### src/rtl/hrhp_pkg.sv
package hrhp_pkg;

  localparam int MAX_HEADER_BYTES = 8191;
  localparam int URI_LIMIT = 64;
  localparam int ID_LIMIT = 255;
  localparam int HC_W = 13;
  localparam int UC_W = 7;
  localparam int IC_W = 8;
  localparam int LEN_W = 31;
  localparam int QDEPTH = 4;
  localparam int QPTR_W = 2;

  localparam logic [2:0] PH_IDLE = 3'd0;
  localparam logic [2:0] PH_LEAD = 3'd1;
  localparam logic [2:0] PH_REQ = 3'd2;
  localparam logic [2:0] PH_FIELDS = 3'd3;
  localparam logic [2:0] PH_BODY = 3'd4;
  localparam logic [2:0] PH_DONE = 3'd5;

  localparam logic [2:0] LM_START = 3'd0;
  localparam logic [2:0] LM_KW_CL = 3'd1;
  localparam logic [2:0] LM_KW_ID = 3'd2;
  localparam logic [2:0] LM_CL_WS = 3'd3;
  localparam logic [2:0] LM_CL_DIG = 3'd4;
  localparam logic [2:0] LM_ID_WS = 3'd5;
  localparam logic [2:0] LM_ID_VAL = 3'd6;
  localparam logic [2:0] LM_SKIP = 3'd7;

  localparam logic [2:0] KIND_OTHER = 3'd0;
  localparam logic [2:0] KIND_URI = 3'd1;
  localparam logic [2:0] KIND_ID = 3'd2;
  localparam logic [2:0] KIND_BODY = 3'd3;
  localparam logic [2:0] KIND_IGNORED = 3'd4;
  localparam logic [2:0] KIND_ID_FIRST = 3'd5;

  localparam logic [2:0] ST_OK = 3'd0;
  localparam logic [2:0] ST_BAD_LINE = 3'd1;
  localparam logic [2:0] ST_BAD_METHOD = 3'd2;
  localparam logic [2:0] ST_BAD_URI = 3'd3;
  localparam logic [2:0] ST_TOO_LONG = 3'd4;
  localparam logic [2:0] ST_CLOSED = 3'd5;

  localparam logic [LEN_W-1:0] LEN_MAX = {LEN_W{1'b1}};

  typedef struct packed {
    logic [7:0] data_byte;
    logic start_request;
    logic stream_closed;
  } in_item_t;

  typedef struct packed {
    logic [7:0] byte_out;
    logic [2:0] byte_kind;
    logic header_done;
    logic [2:0] parse_status;
    logic is_put;
    logic [LEN_W-1:0] body_length;
    logic request_last;
  } out_item_t;

  function automatic logic [7:0] kw_len_char(input logic [4:0] i);
    case (i)
      5'd0: kw_len_char = "c";
      5'd1: kw_len_char = "o";
      5'd2: kw_len_char = "n";
      5'd3: kw_len_char = "t";
      5'd4: kw_len_char = "e";
      5'd5: kw_len_char = "n";
      5'd6: kw_len_char = "t";
      5'd7: kw_len_char = "-";
      5'd8: kw_len_char = "l";
      5'd9: kw_len_char = "e";
      5'd10: kw_len_char = "n";
      5'd11: kw_len_char = "g";
      5'd12: kw_len_char = "t";
      5'd13: kw_len_char = "h";
      5'd14: kw_len_char = ":";
      default: kw_len_char = 8'hff;
    endcase
  endfunction

  function automatic logic [7:0] kw_id_char(input logic [4:0] i);
    case (i)
      5'd0: kw_id_char = "r";
      5'd1: kw_id_char = "e";
      5'd2: kw_id_char = "q";
      5'd3: kw_id_char = "u";
      5'd4: kw_id_char = "e";
      5'd5: kw_id_char = "s";
      5'd6: kw_id_char = "t";
      5'd7: kw_id_char = "-";
      5'd8: kw_id_char = "i";
      5'd9: kw_id_char = "d";
      5'd10: kw_id_char = ":";
      default: kw_id_char = 8'hff;
    endcase
  endfunction

endpackage

### src/rtl/hrhp_queue.sv
module hrhp_queue
  import hrhp_pkg::*;
(
  input  logic      clk,
  input  logic      rst,
  input  logic      push,
  input  in_item_t  push_item,
  output logic      full,
  input  logic      pop,
  output logic      empty,
  output in_item_t  head
);

  in_item_t slots [QDEPTH];
  logic [QPTR_W-1:0] wr_ptr;
  logic [QPTR_W-1:0] rd_ptr;
  logic [QPTR_W:0] count;

  assign full = (count == (QPTR_W+1)'(QDEPTH));
  assign empty = (count == '0);
  assign head = slots[rd_ptr];

  always_ff @(posedge clk) begin
    if (push) begin
      slots[wr_ptr] <= push_item;
    end
    if (rst) begin
      wr_ptr <= '0;
      rd_ptr <= '0;
      count <= '0;
    end else begin
      if (push) wr_ptr <= wr_ptr + 1'b1;
      if (pop) rd_ptr <= rd_ptr + 1'b1;
      if (push && !pop) count <= count + 1'b1;
      else if (pop && !push) count <= count - 1'b1;
    end
  end

endmodule

### src/rtl/hrhp_engine.sv
module hrhp_engine
  import hrhp_pkg::*;
(
  input  logic       clk,
  input  logic       rst,
  input  logic       item_valid,
  input  in_item_t   item,
  output logic       item_take,
  output logic       res_valid,
  output out_item_t  res,
  input  logic       res_stall
);

  logic [2:0] phase, phase_next;
  logic [1:0] terminator_match, terminator_match_next;
  logic [1:0] token_index, token_index_next;
  logic [2:0] method_match, method_match_next;
  logic [UC_W-1:0] uri_count, uri_count_next;
  logic [4:0] keyword_position, keyword_position_next;
  logic [LEN_W-1:0] length_accumulator, length_accumulator_next;
  logic [IC_W-1:0] id_count, id_count_next;
  logic [HC_W-1:0] header_count, header_count_next;
  logic [LEN_W-1:0] body_remaining, body_remaining_next;
  logic [2:0] error_flags, error_flags_next;
  logic in_token, in_token_next;
  logic [2:0] line_mode, line_mode_next;
  logic minus_seen, minus_seen_next;
  logic [LEN_W-1:0] committed_len, committed_len_next;
  logic put_flag, put_flag_next;
  out_item_t res_next;

  assign item_take = item_valid && (!res_valid || !res_stall);

  logic [7:0] c, lc;
  logic is_dig, is_brk;
  logic [LEN_W+3:0] acc_x10;
  logic [LEN_W+3:0] acc_new;
  assign c = item.data_byte;
  assign lc = (c >= "A" && c <= "Z") ? c + 8'd32 : c;
  assign is_dig = (c >= "0" && c <= "9");
  assign is_brk = (c == 8'd13) || (c == 8'd10);
  assign acc_x10 = {1'b0, length_accumulator, 3'b000} + {3'b000, length_accumulator, 1'b0};
  assign acc_new = acc_x10 + (LEN_W+4)'(c - "0");

  always_comb begin
    logic [2:0] kind;
    logic done;
    logic [2:0] status;
    logic last;
    logic complete;
    logic [2:0] ph;
    logic uri_ok;
    phase_next = phase;
    terminator_match_next = terminator_match;
    token_index_next = token_index;
    method_match_next = method_match;
    uri_count_next = uri_count;
    keyword_position_next = keyword_position;
    length_accumulator_next = length_accumulator;
    id_count_next = id_count;
    header_count_next = header_count;
    body_remaining_next = body_remaining;
    error_flags_next = error_flags;
    in_token_next = in_token;
    line_mode_next = line_mode;
    minus_seen_next = minus_seen;
    committed_len_next = committed_len;
    put_flag_next = put_flag;
    kind = KIND_IGNORED;
    done = 1'b0;
    status = ST_OK;
    last = 1'b0;
    complete = 1'b0;
    uri_ok = 1'b0;
    ph = phase;
    if (item.start_request) begin
      terminator_match_next = '0;
      token_index_next = '0;
      method_match_next = '0;
      uri_count_next = '0;
      keyword_position_next = '0;
      length_accumulator_next = '0;
      id_count_next = '0;
      header_count_next = '0;
      body_remaining_next = '0;
      error_flags_next = '0;
      in_token_next = 1'b0;
      line_mode_next = LM_START;
      minus_seen_next = 1'b0;
      committed_len_next = '0;
      put_flag_next = 1'b0;
      ph = PH_LEAD;
    end
    phase_next = ph;
    if (item.stream_closed) begin
      if (ph >= PH_LEAD && ph <= PH_BODY) begin
        status = ST_CLOSED;
        last = 1'b1;
        phase_next = PH_DONE;
      end
    end else if (ph == PH_BODY) begin
      kind = KIND_BODY;
      if (body_remaining_next == '0 || body_remaining_next == LEN_W'(1)) begin
        body_remaining_next = '0;
        last = 1'b1;
        phase_next = PH_DONE;
      end else begin
        body_remaining_next = body_remaining_next - 1'b1;
      end
    end else if (ph >= PH_LEAD && ph <= PH_FIELDS) begin
      if (ph == PH_LEAD && !is_brk) ph = PH_REQ;
      phase_next = ph;
      kind = KIND_OTHER;
      if (ph == PH_REQ) begin
        if (is_brk || c == " ") begin
          if (in_token_next) begin
            in_token_next = 1'b0;
            if (token_index_next == 2'd1) begin
              if (method_match_next == 3'd3 || method_match_next == 3'd6)
                put_flag_next = (method_match_next == 3'd6);
              else
                error_flags_next[1] = 1'b1;
            end else if (token_index_next == 2'd2) begin
              if (uri_count_next >= UC_W'(URI_LIMIT)) error_flags_next[2] = 1'b1;
            end
          end
          if (is_brk) begin
            if (token_index_next != 2'd3) error_flags_next[0] = 1'b1;
            phase_next = PH_FIELDS;
            line_mode_next = LM_START;
            keyword_position_next = '0;
          end
        end else begin
          if (!in_token_next) begin
            in_token_next = 1'b1;
            if (token_index_next != 2'd3) token_index_next = token_index_next + 1'b1;
          end
          if (token_index_next == 2'd1) begin
            case (method_match_next)
              3'd0: method_match_next = (c == "G") ? 3'd1 : (c == "P") ? 3'd4 : 3'd7;
              3'd1: method_match_next = (c == "E") ? 3'd2 : 3'd7;
              3'd2: method_match_next = (c == "T") ? 3'd3 : 3'd7;
              3'd4: method_match_next = (c == "U") ? 3'd5 : 3'd7;
              3'd5: method_match_next = (c == "T") ? 3'd6 : 3'd7;
              default: method_match_next = 3'd7;
            endcase
          end else if (token_index_next == 2'd2) begin
            kind = KIND_URI;
            uri_ok = (c >= "A" && c <= "Z") || (c >= "a" && c <= "z") || is_dig ||
                     c == "." || c == "-";
            if (uri_count_next == '0) begin
              if (c != "/") error_flags_next[2] = 1'b1;
            end else if (!uri_ok) begin
              error_flags_next[2] = 1'b1;
            end
            if (uri_count_next < UC_W'(URI_LIMIT)) uri_count_next = uri_count_next + 1'b1;
          end
        end
      end else if (ph == PH_FIELDS) begin
        if (is_brk) begin
          line_mode_next = LM_START;
          keyword_position_next = '0;
        end else begin
          case (line_mode_next)
            LM_START: begin
              if (lc == "c") begin
                line_mode_next = LM_KW_CL;
                keyword_position_next = 5'd1;
              end else if (lc == "r") begin
                line_mode_next = LM_KW_ID;
                keyword_position_next = 5'd1;
              end else begin
                line_mode_next = LM_SKIP;
              end
            end
            LM_KW_CL: begin
              if (keyword_position_next < 5'd15 &&
                  lc == kw_len_char(keyword_position_next)) begin
                keyword_position_next = keyword_position_next + 1'b1;
                if (keyword_position_next == 5'd15) begin
                  line_mode_next = LM_CL_WS;
                  length_accumulator_next = '0;
                  minus_seen_next = 1'b0;
                  committed_len_next = '0;
                end
              end else line_mode_next = LM_SKIP;
            end
            LM_KW_ID: begin
              if (keyword_position_next < 5'd11 &&
                  lc == kw_id_char(keyword_position_next)) begin
                keyword_position_next = keyword_position_next + 1'b1;
                if (keyword_position_next == 5'd11) begin
                  line_mode_next = LM_ID_WS;
                  id_count_next = '0;
                end
              end else line_mode_next = LM_SKIP;
            end
            LM_CL_WS, LM_CL_DIG: begin
              if (line_mode_next == LM_CL_WS &&
                  (c == " " || c == 8'd9 || c == 8'd11 || c == 8'd12)) begin
                line_mode_next = LM_CL_WS;
              end else if (line_mode_next == LM_CL_WS && c == "+") begin
                line_mode_next = LM_CL_DIG;
              end else if (line_mode_next == LM_CL_WS && c == "-") begin
                minus_seen_next = 1'b1;
                line_mode_next = LM_CL_DIG;
              end else if (is_dig) begin
                line_mode_next = LM_CL_DIG;
                if (acc_new > (LEN_W+4)'(LEN_MAX)) length_accumulator_next = LEN_MAX;
                else length_accumulator_next = acc_new[LEN_W-1:0];
                committed_len_next = minus_seen_next ? '0 : length_accumulator_next;
              end else begin
                line_mode_next = LM_SKIP;
              end
            end
            LM_ID_WS, LM_ID_VAL: begin
              if (!(line_mode_next == LM_ID_WS && c == " ")) begin
                line_mode_next = LM_ID_VAL;
                if (id_count_next < IC_W'(ID_LIMIT)) begin
                  kind = (id_count_next == '0) ? KIND_ID_FIRST : KIND_ID;
                  id_count_next = id_count_next + 1'b1;
                end
              end
            end
            default: line_mode_next = LM_SKIP;
          endcase
        end
      end
      if (header_count_next < HC_W'(MAX_HEADER_BYTES))
        header_count_next = header_count_next + 1'b1;
      if (terminator_match_next == 2'd3 && c == 8'd10) complete = 1'b1;
      else if ((terminator_match_next[0] == 1'b0 && c == 8'd13) ||
               (terminator_match_next[0] == 1'b1 && c == 8'd10))
        terminator_match_next = terminator_match_next + 1'b1;
      else terminator_match_next = (c == 8'd13) ? 2'd1 : 2'd0;
      if (complete) begin
        terminator_match_next = '0;
        done = 1'b1;
        if (ph == PH_LEAD || error_flags_next[0]) status = ST_BAD_LINE;
        else if (error_flags_next[1]) status = ST_BAD_METHOD;
        else if (error_flags_next[2]) status = ST_BAD_URI;
        if (status != ST_OK || committed_len_next == '0) begin
          last = 1'b1;
          phase_next = PH_DONE;
        end else begin
          body_remaining_next = committed_len_next;
          phase_next = PH_BODY;
        end
      end else if (header_count_next >= HC_W'(MAX_HEADER_BYTES)) begin
        status = ST_TOO_LONG;
        last = 1'b1;
        phase_next = PH_DONE;
      end
    end
    res_next.byte_out = item.stream_closed ? 8'd0 : c;
    res_next.byte_kind = kind;
    res_next.header_done = done;
    res_next.parse_status = status;
    res_next.is_put = put_flag_next;
    res_next.body_length = committed_len_next;
    res_next.request_last = last;
  end

  always_ff @(posedge clk) begin
    if (item_take) res <= res_next;
    if (rst) begin
      res_valid <= 1'b0;
      phase <= PH_IDLE;
      terminator_match <= '0;
      token_index <= '0;
      method_match <= '0;
      uri_count <= '0;
      keyword_position <= '0;
      length_accumulator <= '0;
      id_count <= '0;
      header_count <= '0;
      body_remaining <= '0;
      error_flags <= '0;
      in_token <= 1'b0;
      line_mode <= LM_START;
      minus_seen <= 1'b0;
      committed_len <= '0;
      put_flag <= 1'b0;
    end else begin
      if (item_take) res_valid <= 1'b1;
      else if (!res_stall) res_valid <= 1'b0;
      if (item_take) begin
        phase <= phase_next;
        terminator_match <= terminator_match_next;
        token_index <= token_index_next;
        method_match <= method_match_next;
        uri_count <= uri_count_next;
        keyword_position <= keyword_position_next;
        length_accumulator <= length_accumulator_next;
        id_count <= id_count_next;
        header_count <= header_count_next;
        body_remaining <= body_remaining_next;
        error_flags <= error_flags_next;
        in_token <= in_token_next;
        line_mode <= line_mode_next;
        minus_seen <= minus_seen_next;
        committed_len <= committed_len_next;
        put_flag <= put_flag_next;
      end
    end
  end

endmodule

### src/rtl/http_request_header_parser.sv
// One received byte per transaction, one result per transaction, sustained at one per cycle:
// while out_stall is low: the input side lands bytes in a four-entry queue and the parse
// engine takes one byte a cycle when no stalled result is held, updating its matchers and
// counters and writing the result into an output register after its queue slot.
module http_request_header_parser
  import hrhp_pkg::*;
(
  input  logic       clk,
  input  logic       rst,
  input  logic       in_valid,
  output logic       in_stall,
  input  in_item_t   in_data,
  output logic       out_valid,
  input  logic       out_stall,
  output out_item_t  out_data
);

  logic q_full, q_empty, q_pop;
  in_item_t q_head;

  assign in_stall = q_full;

  hrhp_queue u_queue (
    .clk(clk),
    .rst(rst),
    .push(in_valid && !q_full),
    .push_item(in_data),
    .full(q_full),
    .pop(q_pop),
    .empty(q_empty),
    .head(q_head)
  );

  hrhp_engine u_engine (
    .clk(clk),
    .rst(rst),
    .item_valid(!q_empty),
    .item(q_head),
    .item_take(q_pop),
    .res_valid(out_valid),
    .res(out_data),
    .res_stall(out_stall)
  );

endmodule
### config.mk
export PLATFORM = sky130hd
export DESIGN_NAME = http_request_header_parser
export DESIGN_NICKNAME = d
export VERILOG_FILES = /design/src/rtl/hrhp_pkg.sv /design/src/rtl/hrhp_queue.sv /design/src/rtl/hrhp_engine.sv /design/src/rtl/http_request_header_parser.sv
export SDC_FILE = /design/constraint.sdc
export NUM_CORES = 1
export LEC_CHECK = 0
export BUFFER_PORTS_ARGS = -buffer_cell sky130_fd_sc_hd__buf_2
export CAP_MARGIN = 20
export CORE_MARGIN = 2
export CORE_UTILIZATION = 35
export CTS_BUF_LIST = sky130_fd_sc_hd__clkbuf_16
export DETAILED_ROUTE_END_ITERATION = 6
export SYNTH_ARGS = -nofsm -noshare
export SYNTH_HDL_FRONTEND = slang
export SYNTH_HIERARCHICAL = 1
export SYNTH_SLANG_ARGS = --single-unit
### constraint.sdc
create_clock -name clk -period 12.1 [get_ports clk]
set_clock_uncertainty 0.2 [all_clocks]
set_input_delay 2.42 -clock clk [delete_from_list [all_inputs] [get_ports clk]]
set_output_delay 2.42 -clock clk [all_outputs]
set_load 0.03 [all_outputs]
==> results of run 1 <==
==> final cells by class <==
| type | instances | area [µm²] |
|---|---|---|
| clock inverters | 26 | 253 |
| repair buffers | 99 | 583 |
| flip-flops and latches | 243 | 5750 |
| multi-input cells | 2006 | 12600 |
| clock buffers | 31 | 776 |
| inverters | 65 | 249 |
| diodes | 2 | 5.00 |
| well taps | 696 | 871 |
| fillers | 5554 | 33100 |
==> worst max-delay path by stage <==
stage,end,slack [ns],start
finish,u_engine/body_remaining[8],3.98,flop
global route,u_engine/body_remaining[12],3.49,flop
CTS,u_engine/body_remaining[8],4.06,flop
detailed placement,u_engine/body_remaining[8],4.11,flop
global placement,u_engine/body_remaining[12],4.20,flop
floorplan,u_engine/body_remaining[13],3.57,flop
==> power by group through the flow <==
stage	combinational, mW	sequential, mW	clock, mW
floorplan	1.85	1.32	0
global placement	2.83	1.25	0
finish	2.94	1.24	0.933
global route	3.14	1.27	0.987
CTS	2.86	1.24	0.957
detailed placement	2.85	1.25	0
==> metal layers <==
layer	track usage	vias to the layer above	part of all wire
li1	-	9147	-
met1	0.339	9649	0.42
met3	0.0587	190	0.093
met5	0	-	0.00012
met2	0.400	1020	0.44
met4	0.0985	2	0.039
==> metrics by stage <==
step,worst slack [ns],utilization,std cells,power [mW],area [µm²]
final,3.98,0.389,3168,5.11,21100
after global routing,3.49,0.389,3167,5.39,21100
after CTS,4.06,0.389,3164,5.06,21000
after detailed placement,4.11,0.370,3107,4.11,20000
after global placement,4.20,0.370,3107,4.07,20000
after floorplan,3.57,-,2485,3.18,19200
==> logic make-up after synthesis <==
logic type,after synthesis,synth area share
AOI/OAI and AO/OA,848,0.284
xor gates and xnor gates,57,0.0259
adders and majority gates,97,0.0752
buffers and inverters,236,0.0488
DFF,243,0.299
muxes,31,0.0232
and+or+nand+nor,973,0.244
==> worst max-delay path: stages (launching register included) <==
cell	delay [ns]
dfxtp_1	0.75
mux4_2	0.71
ha_1	0.31
nor3_2	0.14
buf_4	0.44
fa_1	0.51
ha_1	0.38
a21oi_1	0.17
o211ai_1	0.24
a31oi_1	0.56
o22ai_1	0.17
o211ai_1	0.24
a21boi_1	0.37
nand3_1	0.12
buf_4	0.27
nor2_1	0.42
o22ai_1	0.32
or3_1	0.53
o31a_1	0.56
or3_1	0.44
a31oi_1	0.16
==> flip-flops by register name, indices dropped and copies added (netlist names), 5 cells and up, named ones only <==
register	flops
u_engine/body_remaining	31
u_engine/header_count	13
u_engine/uri_count	7
u_engine/length_accumulator	31
u_engine/keyword_position	5
u_queue/slots	40
u_engine/committed_len	31
u_engine/id_count	8
u_engine/res	48
==> synth_stat cells (42+ instances only) <==
cell type    n
dfxtp_1    155
o21ai_0    216
a21oi_1    247
nand3_1     77
inv_1       64
nor3_1      83
edfxtp_1    88
ha_1        66
clkbuf_1   130
nand2_1    305
nor2_1     247
nor2b_1     62
a22oi_1     42
==> results.sh, run 1 <==
export IMPL_switchingPower_mw=2.69
export IMPL_fp_dieH_um=238
export IMPL_intPower_mw=2.42
export IMPL_fp_dieArea_mm2=0.0569
export IMPL_grt_pass1_wl_um=113000
export IMPL_cap_violations=0
export IMPL_synthCells=2485
export IMPL_setup_tns_ns=0
export IMPL_grt_util_all_layers=0.255
export IMPL_r2r_setup_slack_ns=3.98
export IMPL_synth_ff_type="dfxtp_1"
export IMPL_wl_um=74500
export IMPL_core_mm2=0.0541
export IMPL_root_buffer="clkbuf_16"
export IMPL_synth_seq_cells=243
export IMPL_yosys_warnings=6
export IMPL_period_needed_ns=8.12
export IMPL_whs_endpoint="u_engine/committed_len[30]"
export IMPL_grt_max_degree=89
export IMPL_postSynthAreaPerCell_um2=7.74
export IMPL_h_tree_depth=1
export IMPL_overflow=0
export IMPL_layout_common_cells="nand2_1, nor2_1, a21oi_1, o21ai_0, dfxtp_1"
export IMPL_nets=2557
export IMPL_ant_nets=0
export IMPL_first_global_vias=18900
export IMPL_post_drt_wl_per_cell_um=23.5
export IMPL_drc_errors=0
export IMPL_setup_violations_final=0
export IMPL_syn_num_nets=2596
export IMPL_hold_depth=2
export IMPL_synthArstFlopShare=0
export IMPL_dp_hpwl_um=53900
export IMPL_layout_commonest_cell="nand2_1"
export IMPL_status="finished, final reports clean"
export IMPL_ir_drop_uv=151
export IMPL_critPathRequiredTime_ns=12.40
export IMPL_first_pass_iters=7
export IMPL_finalCritPeriodShare=0.671
export IMPL_synthesis_area_mm2=0.0192
export IMPL_power_leakage_nw=7.49
export IMPL_post_cts_buffers=0
export IMPL_seq_area_frac_synth=0.299
export IMPL_path_class="flop to flop"
export IMPL_ctsHoldBuffers=0
export IMPL_io_pins=64
export IMPL_crit_path_end_kind="flop"
export IMPL_clk_path_buf_depth=3
export IMPL_cts_sink_count=243
export IMPL_cp_start_kind="flop"
export IMPL_fmax_mhz=123
export IMPL_antenna_found_initial=2
export IMPL_hold_path_class="flop to flop"
export IMPL_r2r_end="u_engine/body_remaining[8]"
export IMPL_cts_resized=0
export IMPL_vias=20000
export IMPL_grt_setup_unrepaired="false"
export IMPL_drv_slew=0
export IMPL_comb_power_share=0.575
export IMPL_syn2layout_area_growth_pct=9.46
export IMPL_power_frac_seq=0.242
export IMPL_final_layout_size_suffix_gt1_frac=0.0891
export IMPL_synth_cell_types=108
export IMPL_clk_pin_slew_ns=0.06
export IMPL_clk_latency_ns=0.59
export IMPL_worst_pin_slew_ns=1.10
export IMPL_power_density_mw_per_mm2=243
export IMPL_dr_first_iter_drc_count=2304
export IMPL_cp_arrival_ns=8.42
export IMPL_hold_worst_slack_ns=0.253
export IMPL_start_util=0.355
export IMPL_slew_headroom=0.267
export IMPL_core_rowCount=85
export IMPL_die_x_um=238
export IMPL_crit_fanout=28
export IMPL_routabilityCongestion=1.05
export IMPL_yosysTopAreaCell="dfxtp_1"
export IMPL_cts_tree="done"
export IMPL_io_buffers=63
export IMPL_hold_violations=0
export IMPL_clockPowerShare=0.182
export IMPL_yosys_area_top_type_share=0.161
export IMPL_via_per_inst=6.32
export IMPL_synth_area_leaders="dfxtp_1, edfxtp_1, a21oi_1"
export IMPL_synth_edf_count=88
export IMPL_cts_inserted_buffers=31
export IMPL_r2r_cells=20
export IMPL_hold_start="u_engine/committed_len[30]"
export IMPL_p_sw_frac=0.526
Power figures use the tool's default switching activity.
==> run 2: changes to the inputs <==
--- a/config.mk
+++ b/config.mk
@@ -5,6 +5,7 @@
 export SDC_FILE = /design/constraint.sdc
 export NUM_CORES = 1
 export LEC_CHECK = 0
+export ABC_AREA = 1
 export BUFFER_PORTS_ARGS = -buffer_cell sky130_fd_sc_hd__buf_2
 export CAP_MARGIN = 20
 export CORE_MARGIN = 2
==> constraint.sdc (replaced) <==
create_clock -name clk -period 6.9 [get_ports clk]
set_clock_uncertainty 0.2 [all_clocks]
set_input_delay 1.38 -clock clk [delete_from_list [all_inputs] [get_ports clk]]
set_output_delay 1.38 -clock clk [all_outputs]
set_load 0.03 [all_outputs]
==> run 2 against run 1 <==
Effect of this change: via count is 5.7% higher; register-to-register slack worse by 3.3 ns; routed wire length is 11% lower; design area is 7.6% higher; global-route usage is 4.1 points lower; area after synthesis is 6.8% higher; setup slack worse by 3.3 ns; non-clock buffer count is 14 higher; critical path depth is 19 higher; critical path type unchanged.
==> results.sh, run 2 <==
export IMPL_status="finished, final reports clean"
export IMPL_synth_cell_types=63
export IMPL_cp_slowest_cell="dfxtp_1"
export IMPL_crit_top_cell="nand2_1"
export IMPL_grt_setup_unrepaired="false"
export IMPL_hold_violations=0
export IMPL_nets=3315
export IMPL_final_layout_size_suffix_gt1_frac=0.0873
export IMPL_syn2layout_area_growth_pct=10.3
export IMPL_synthCells=3207
export IMPL_first_global_vias=19200
export IMPL_ant_nets=0
export IMPL_yosys_area_top_type_share=0.159
export IMPL_yosysTopAreaCell="nand2_1"
export IMPL_antenna_found_initial=1
export IMPL_start_util=0.355
export IMPL_setup_violations_final=0
export IMPL_syn_num_nets=3318
export IMPL_drv_slew=0
export IMPL_io_buffers=63
export IMPL_postSynthAreaPerCell_um2=6.41
export IMPL_fp_dieArea_mm2=0.0607
export IMPL_layout_commonest_cell="nand2_1"
export IMPL_synth_seq_cells=243
export IMPL_worst_pin_slew_ns=1.06
export IMPL_die_x_um=246
export IMPL_fmax_mhz=162
export IMPL_first_pass_iters=6
export IMPL_post_cts_buffers=0
export IMPL_grt_max_degree=96
export IMPL_via_per_inst=5.29
export IMPL_yosysMostFrequentCell="nand2_1"
export IMPL_yosys_warnings=6
export IMPL_io_pins=64
export IMPL_cp_start_kind="flop"
export IMPL_h_tree_depth=1
export IMPL_dp_hpwl_um=47100
export IMPL_clk_path_buf_depth=3
export IMPL_largest_reg_flops=48
export IMPL_path_class="flop to flop"
export IMPL_r2r_cells=39
export IMPL_cts_resized=0
export IMPL_synth_edf_count=88
export IMPL_cts_tree="done"
export IMPL_finalCritPeriodShare=0.895
export IMPL_dr_first_iter_drc_count=2182
export IMPL_clk_pin_slew_ns=0.06
export IMPL_setup_tns_ns=0
export IMPL_routabilityCongestion=0.926
export IMPL_crit_path_end_kind="flop"
export IMPL_slew_headroom=0.295
export IMPL_crit_fanout=26
export IMPL_critPathRequiredTime_ns=7.15
export IMPL_synthArstFlopShare=0
export IMPL_overflow=0
export IMPL_fp_dieH_um=246
export IMPL_ctsHoldBuffers=0
export IMPL_cap_violations=0
export IMPL_cp_arrival_ns=6.43
export IMPL_synth_ff_type="dfxtp_1"
export IMPL_hold_path_class="flop to flop"
export IMPL_root_buffer="clkbuf_16"
export IMPL_clk_latency_ns=0.61
export IMPL_core_mm2=0.0579
export IMPL_diodes=0
export IMPL_top_register="u_engine/res"
export IMPL_grt_util_all_layers=0.214
export IMPL_layout_common_cells="nand2_1, inv_1, a21oi_1, nor2_1, o21ai_0"
export IMPL_wl_um=66100
export IMPL_synthTopCellsByCount="nand2_1, inv_1, a21oi_1, nor2_1, o21ai_0"
export IMPL_vias=21100
export IMPL_period_needed_ns=6.18
export IMPL_hold_depth=1
export IMPL_seq_area_frac_synth=0.280
export IMPL_synth_area_leaders="nand2_1, dfxtp_1, edfxtp_1"
export IMPL_core_rowCount=88
export IMPL_grt_pass1_wl_um=105000
export IMPL_cp_slowest_stage_delay_ns=0.49
export IMPL_cts_sink_count=243
export IMPL_synthesis_area_mm2=0.0205
export IMPL_largestRegisters="u_engine/res (48), u_queue/slots (40)"
export IMPL_post_drt_wl_per_cell_um=16.6
export IMPL_drc_errors=0
export IMPL_cts_inserted_buffers=31
## run 2: cell count changes in the layout (fill, tap and decap cells not counted), sizes merged, moves of 22 or more
cell    before  now
o21ai      228  250
inv         72  462
a22oi       42    8
nand2b      28    0
a21oi      249  324
nand2      305  885
o211ai      17   45
or3         23    0
nor2b       63    0
nand3       78  180
nor3        85   30
nor2       249  300
## run 2: kinds of logic (layout without fill, tap and decap cells)
family	after synthesis	after routing	share of synthesized area
flops	243	243	0.280
buf+inv	610	631	0.119
fa+ha+maj	97	97	0.0704
simple gates	1456	1457	0.300
compound gates	745	745	0.206
xor+xnor	56	56	0.0246
## run 2: worst paths after layout
path              slack [ns]              start                          to
setup reg to reg        0.72               flop  u_engine/body_remaining[6]
hold reg to reg         0.26  u_queue/rd_ptr[1]           u_queue/rd_ptr[1]
hold / removal          0.26  u_queue/rd_ptr[1]           u_queue/rd_ptr[1]
setup / recovery        0.72               flop  u_engine/body_remaining[6]
## run 2: worst max-delay path: cells and delay by family, from the launching register on
kind / cells / cell delay (ns)
DFF: 1 / 0.49
and+or+nand+nor: 29 / 3.22
adders and majority gates: 3 / 1.11
AOI/OAI and AO/OA: 3 / 0.32
buffers and inverters: 4 / 0.68
## run 2: cell type report
type / instances / area [µm²]
tap: 765 / 957
inverter: 460 / 1740
fill: 6310 / 35200
clock buffer: 31 / 776
clock inverter: 27 / 340
timing repair buffer: 113 / 706
sequential: 243 / 5750
multi-input combinational: 2355 / 12400
## run 2: metrics by stage
step | cell area, µm² | utilization | std cells | setup slack (ns) | hold WS, ns
2_1_floorplan | 20500 | - | 3207 | 0.472 | 0.212
3_3_place_gp | 21500 | 0.371 | 3929 | 0.662 | 0.247
3_5_place_dp | 21500 | 0.371 | 3929 | 0.555 | 0.258
4_1_cts | 22600 | 0.390 | 3987 | 0.592 | 0.267
5_1_grt | 22700 | 0.391 | 3994 | 0.0711 | 0.282
6_report | 22700 | 0.391 | 3994 | 0.723 | 0.264
## run 2: metal layers
metal  track usage  part of all wire  up-vias
met5             0                 0        -
met4        0.0656             0.030        0
met2         0.347              0.45      698
met3        0.0247             0.067      120
met1         0.296              0.45     9764
li1              -                 -    10600
Power of run 2 is not shown: default switching activity piles up to over one toggle a cycle in this logic, so the estimate is an artifact.
